===== src/rtl/core/scc_pkg.sv =====
// Shared types and constants for the strongly connected components block.
// Used by scc_ctrl, scc_dpath and the top level strongly_connected_components.
`default_nettype none

package scc_pkg;

    // Vertex numbers are 6-bit fields, so a graph holds at most 64 vertices
    localparam int VTX_W    = 6;
    localparam int NUM_VTX  = 64;
    localparam int CNT_W    = 7;     // holds 0..NUM_VTX
    localparam int MAX_EDGES_DEF = 1024;

    // Command codes carried on the input item's tuser
    typedef enum logic [1:0] {
        ACT_LOAD  = 2'd0,
        ACT_RUN   = 2'd1,
        ACT_CLEAR = 2'd2,
        ACT_NONE  = 2'd3
    } t_action;

    // Datapath commands issued by the controller
    typedef enum logic [4:0] {
        OP_NONE,
        OP_LOAD,
        OP_CLEAR,
        OP_F_INIT,
        OP_F_SKIP,
        OP_F_ROOT,
        OP_F_READ,
        OP_F_PUSH,
        OP_F_ADV,
        OP_F_FIN_ROOT,
        OP_F_FIN_POP,
        OP_POP_LOAD,
        OP_R_INIT,
        OP_R_READFIN,
        OP_R_ROOT,
        OP_R_READ,
        OP_R_PUSH,
        OP_R_FIN_ROOT,
        OP_R_FIN_POP,
        OP_E_INIT,
        OP_E_READ,
        OP_E_LOAD,
        OP_E_NEXT
    } t_op;

    // Datapath status seen by the controller
    typedef struct packed {
        logic start_end;
        logic start_vis;
        logic k_end;
        logic k_zero;
        logic fwd_hit;
        logic rev_hit;
        logic psp_zero;
        logic fin_zero;
        logic take_skip;
        logic emit_last;
        logic out_busy;
    } t_status;

endpackage

`default_nettype wire


===== src/rtl/core/scc_ctrl.sv =====
// Controller: sequences loads, the two depth-first passes and the result emission.
// Issues scc_pkg::t_op commands to scc_dpath and reads its t_status.
`default_nettype none

module scc_ctrl (
    input  wire                 i_clk,
    input  wire                 i_rst_n,
    input  wire                 i_s_tvalid,
    input  scc_pkg::t_action    i_action,
    input  scc_pkg::t_status    i_status,
    output logic                o_s_tready,
    output scc_pkg::t_op        o_op
);
    import scc_pkg::*;

    typedef enum logic [4:0] {
        S_IDLE, S_F_INIT, S_F_START, S_F_RD, S_F_CHK, S_F_FIN, S_F_POP,
        S_R_INIT, S_R_NEXT, S_R_TAKE, S_R_RD, S_R_CHK, S_R_FIN, S_R_POP,
        S_E_RD, S_E_LOAD, S_E_WAIT
    } t_state;

    t_state r_state;
    t_state n_state;

    assign o_s_tready = (r_state == S_IDLE);

    // Pick the command and next state
    always_comb begin
        o_op    = OP_NONE;
        n_state = r_state;
        unique case (r_state)
            S_IDLE: begin
                if (i_s_tvalid) begin
                    unique case (i_action)
                        ACT_LOAD:  o_op = OP_LOAD;
                        ACT_CLEAR: o_op = OP_CLEAR;
                        ACT_RUN:   n_state = S_F_INIT;
                        default: ;
                    endcase
                end
            end
            S_F_INIT: begin
                o_op    = OP_F_INIT;
                n_state = S_F_START;
            end
            S_F_START: begin
                if (i_status.start_end) begin
                    n_state = S_R_INIT;
                end else if (i_status.start_vis) begin
                    o_op = OP_F_SKIP;
                end else begin
                    o_op    = OP_F_ROOT;
                    n_state = S_F_RD;
                end
            end
            S_F_RD: begin
                if (i_status.k_end) begin
                    n_state = S_F_FIN;
                end else begin
                    o_op    = OP_F_READ;
                    n_state = S_F_CHK;
                end
            end
            S_F_CHK: begin
                o_op    = i_status.fwd_hit ? OP_F_PUSH : OP_F_ADV;
                n_state = S_F_RD;
            end
            S_F_FIN: begin
                if (i_status.psp_zero) begin
                    o_op    = OP_F_FIN_ROOT;
                    n_state = S_F_START;
                end else begin
                    o_op    = OP_F_FIN_POP;
                    n_state = S_F_POP;
                end
            end
            S_F_POP: begin
                o_op    = OP_POP_LOAD;
                n_state = S_F_RD;
            end
            S_R_INIT: begin
                o_op    = OP_R_INIT;
                n_state = S_R_NEXT;
            end
            S_R_NEXT: begin
                if (i_status.fin_zero) begin
                    o_op    = OP_E_INIT;
                    n_state = S_E_RD;
                end else begin
                    o_op    = OP_R_READFIN;
                    n_state = S_R_TAKE;
                end
            end
            S_R_TAKE: begin
                if (i_status.take_skip) begin
                    n_state = S_R_NEXT;
                end else begin
                    o_op    = OP_R_ROOT;
                    n_state = S_R_RD;
                end
            end
            S_R_RD: begin
                if (i_status.k_zero) begin
                    n_state = S_R_FIN;
                end else begin
                    o_op    = OP_R_READ;
                    n_state = S_R_CHK;
                end
            end
            S_R_CHK: begin
                if (i_status.rev_hit) begin
                    o_op = OP_R_PUSH;
                end
                n_state = S_R_RD;
            end
            S_R_FIN: begin
                if (i_status.psp_zero) begin
                    o_op    = OP_R_FIN_ROOT;
                    n_state = S_R_NEXT;
                end else begin
                    o_op    = OP_R_FIN_POP;
                    n_state = S_R_POP;
                end
            end
            S_R_POP: begin
                o_op    = OP_POP_LOAD;
                n_state = S_R_RD;
            end
            S_E_RD: begin
                o_op    = OP_E_READ;
                n_state = S_E_LOAD;
            end
            S_E_LOAD: begin
                o_op    = OP_E_LOAD;
                n_state = S_E_WAIT;
            end
            S_E_WAIT: begin
                if (!i_status.out_busy) begin
                    if (i_status.emit_last) begin
                        n_state = S_IDLE;
                    end else begin
                        o_op    = OP_E_NEXT;
                        n_state = S_E_RD;
                    end
                end
            end
            default: n_state = S_IDLE;
        endcase
    end

    // Hold state
    always_ff @(posedge i_clk) begin
        if (!i_rst_n) begin
            r_state <= S_IDLE;
        end else begin
            r_state <= n_state;
        end
    end

    // Inputs are taken only while idle; emission leaves only after the last item
    a_ready_idle: assert property (@(posedge i_clk) disable iff (!i_rst_n)
        o_s_tready |-> (o_op == OP_NONE || o_op == OP_LOAD || o_op == OP_CLEAR))
        else $error("command issued while idle without load or clear");
    a_emit_exit: assert property (@(posedge i_clk) disable iff (!i_rst_n)
        (r_state == S_E_WAIT && n_state == S_IDLE) |-> i_status.emit_last)
        else $error("emission ended before the last vertex");
    a_run_start: assert property (@(posedge i_clk) disable iff (!i_rst_n)
        (r_state == S_F_INIT) |-> $past(r_state == S_IDLE))
        else $error("run started from a busy state");

endmodule

`default_nettype wire


===== config.mk =====
export PLATFORM = sky130hd
export DESIGN_NAME = scc_ctrl
export DESIGN_NICKNAME = d
export VERILOG_FILES = /design/src/rtl/core/scc_pkg.sv /design/src/rtl/core/scc_ctrl.sv
export SDC_FILE = /design/constraint.sdc
export NUM_CORES = 1
export LEC_CHECK = 0
export BUFFER_PORTS_ARGS = -buffer_cell sky130_fd_sc_hd__buf_2
export CORE_MARGIN = 2
export CORE_UTILIZATION = 45
export CTS_CLUSTER_SIZE = 16
export DETAILED_ROUTE_END_ITERATION = 6
export PLACE_DENSITY = 0.82
export SYNTH_ARGS = -nofsm -noshare
export SYNTH_HDL_FRONTEND = slang
export SYNTH_SLANG_ARGS = --single-unit
export TNS_END_PERCENT = 1

===== constraint.sdc =====
create_clock -name i_clk -period 1.6 [get_ports i_clk]
set_clock_uncertainty 0.15 [all_clocks]
set_input_delay 0.24 -clock i_clk [delete_from_list [all_inputs] [get_ports i_clk]]
set_output_delay 0.24 -clock i_clk [all_outputs]
set_load 0.005 [all_outputs]

==> summary.md <==
| Metric | Value |
|---|---|
| Mapped Avg Cell Area | 6.78 um^2 |
| Share of the synthesized area in the top cell type | 13.8% |
| Post-CTS setup repair buffer count | 0 |
| Fin. max-slew vios | 0 |
| Startpoint types | flip-flop |
| Antenna cells | 0 |
| RSZ-0062 raised after global routing | true |
| Largest regs | r_state: 5 flops |
| Die Width | 44.2 um |
| Dpl ws | -246 ps |
| Fillers | 116 |
| Fmax | 475 MHz |
| P_leak | 0.426 nW |
| Num ports | 22 |
| Initial antenna violation count | 0 |
| Outcome | complete, but fails checks |
| Setup WS post-layout | -507 ps |
| Cell Area, Synth | 726 um^2 |
| Placer Congestion | 0.953 |
| Biggest register | r_state |
| CTS tree | done |
| Final nets | 162 |
| Final TNS setup | -2860 ps |
| Synth area leaders | dfxtp_1 (14%), a21oi_1 (4.8%), nor2_1 (4.7%) |
| Vias in the first global route | 944 |
| Final Core Density | 69.6% |
| Post-synthesis async set-or-reset flop share | 0% |
| Clk buf depth | 2 |
| Routed len/inst | 15.3 um |
| Design area | 1050 um^2 |
| Via count | 1011 |
| Number of synthesized flops with an enable pin | 0 |
| Post-DP HPWL | 1.92 mm |
| First-pass GRT wire length | 4.16 mm |
| Post-synthesis register bit count | 5 |
| Design Power | 0.425 mW |
| DRC viols | 0 |
| Hold Path Class | primary input to flip-flop |
| CTS Buf Count | 3 |
| VDD IR-drop max | 0.295 mV |
| Chip height | 44.2 um |
| Site row count | 14 |
| Period utilization | 132% |
| Endpoints failing hold | 0 |
| Area post-placement | 982 um^2 |
| Violation count after the first detailed-route iteration | 53 |
| Mapped Nets | 123 |
| Largest net degree at the start of global routing | 21 |
| Vias per cell | 6.28 |
| Wirelength, routed | 2.47 mm |
| Post-route ant nets | 0 |
| CP max FO | 4 |
| Yosys top cell by area | dfxtp_1 |
| Total grt overflow | 0 |
| Post-layout minimum cycle time | 2110 ps |
| 1st-pass router iterations | 4 |
| Clock Sink Count | 5 |
| Post-Layout Cell Count | 161 |
| Die footprint | 1950 um^2 |
| P per Cell Area | 405 nW/um^2 |
| CP Capture Type | output port |
| Largest register FFs | 5 |
| Worst Path Arrival | 1720 ps |
| Final setup vio count | 10 |
| Core footprint | 1510 um^2 |
| Crit Path Category | flip-flop to output port |
| GR Util All Layers | 28.3% |
| DP Cell Count | 157 |
| Netlist cell types | 45 |
| Skew-Pair Late Insertion Delay | 240 ps |
| Layout cells sized above 1 | 42.8% |
| Prevailing post-synth register cell | dfxtp_1 |
| Area grow syn2layout | 44.5% |
| Relative slew slack | 78.7% |
| Worst path required time | 1210 ps |
| Hold slack | 103 ps |
| Worst-Margin Slew | 317 ps |
| Max_cap viols | 0 |
| Violated checks | setup timing |
| Reg clk slew, reported paths | 50 ps |
| Sequential share of the synthesized area | 13.8% |
| Ys Warns | 0 |
| Starting density of the core | 48.2% |
| Port Buf Inserts | 21 |
| Mapped Cells | 107 |
| # H-tree levels | 1 |
| Clock root cell | clkbuf_4 |
-- layout make-up --
type                    count  area, um^2  share of cell area [%]
multi-input cells          87         604                    57.6
repair buffers             43         270                    25.8
flip-flops and latches      5         105                    10.0
clock buffers               4        26.3                    2.51
inverters                   6        22.5                    2.15
well taps                  16        20.0                    1.91
-- where the power goes --
group          switching, mW  internal (mW)  leakage (nW)  total, mW
combinational         0.0724         0.0749         0.369      0.147
clock                 0.0520         0.0943        0.0150      0.146
sequential           0.00427          0.127        0.0416      0.131
-- synthesized netlist by cell type, types with 2 or more instances --
| library cell | n |
|---|---|
| a211oi_1 | 2 |
| a21oi_1 | 7 |
| a2bb2oi_1 | 2 |
| a31oi_1 | 3 |
| a32oi_1 | 2 |
| and2_1 | 2 |
| buf_1 | 2 |
| buf_2 | 6 |
| dfxtp_1 | 5 |
| inv_1 | 6 |
| nand2_1 | 8 |
| nand2b_1 | 4 |
| nand3_1 | 4 |
| nand4_1 | 2 |
| nor2_1 | 9 |
| nor2b_1 | 2 |
| nor3_1 | 6 |
| o211ai_1 | 4 |
| o21ai_0 | 3 |
| o22ai_1 | 2 |
| or3_1 | 2 |
-- layer usage --
metal	share of wire (%)	global-route usage (%)
met1	42	35.8
met2	49	49.7
met3	7.0	4.08
met4	2.6	7.88
met5	0	0
-- worst paths after layout --
kind	endpoint	cells past startpoint	slack [ps]	startpoint
max	o_op[1]	5	-510	r_state[2]
min reg2reg	r_state[0]	2	500	r_state[4]
min	r_state[4]	2	100	i_rst_n
max reg2reg	r_state[2]	5	-190	r_state[2]
-- logic make-up (layout without fill, tap and decap cells) --
logic type	count (synthesis)	count (layout)	synth area share [%]
AOI/OAI and AO/OA	38	38	37.8
xor gates and xnor gates	1	1	1.21
buffers and inverters	15	53	9.83
DFF	5	5	13.8
muxes	2	2	2.93
and+or+nand+nor	46	46	34.5
-- critical path, stage by stage, from the launching register on --
cell and delay, ps:
dfxtp_2 330, or4_4 540, nor4b_4 260, nand2_1 100, o2111ai_1 100, buf_2 140
-- placed cells by master, fill, tap and decap left out, drive strengths merged, types with 2 or more instances in the layout --
master,instances
a211oi,2
a21oi,7
a2bb2oi,2
a31oi,3
a32oi,2
and2,2
buf,43
clkbuf,4
dfxtp,5
inv,6
nand2,8
nand2b,4
nand3,4
nand4,3
nor2,9
nor2b,2
nor3,6
o211ai,4
o21ai,4
o22ai,2
or3,2
-- timing repair --
| action | in CTS | in global routing |
|---|---|---|
| pin swaps | 2 | 0 |
| hold endpoints to repair | 0 | 0 |
| hold buffers | 0 | 0 |
| gates resized for setup | 11 | 2 |
| setup endpoints to repair | 11 | 10 |
Power figures use the tool's default switching activity.
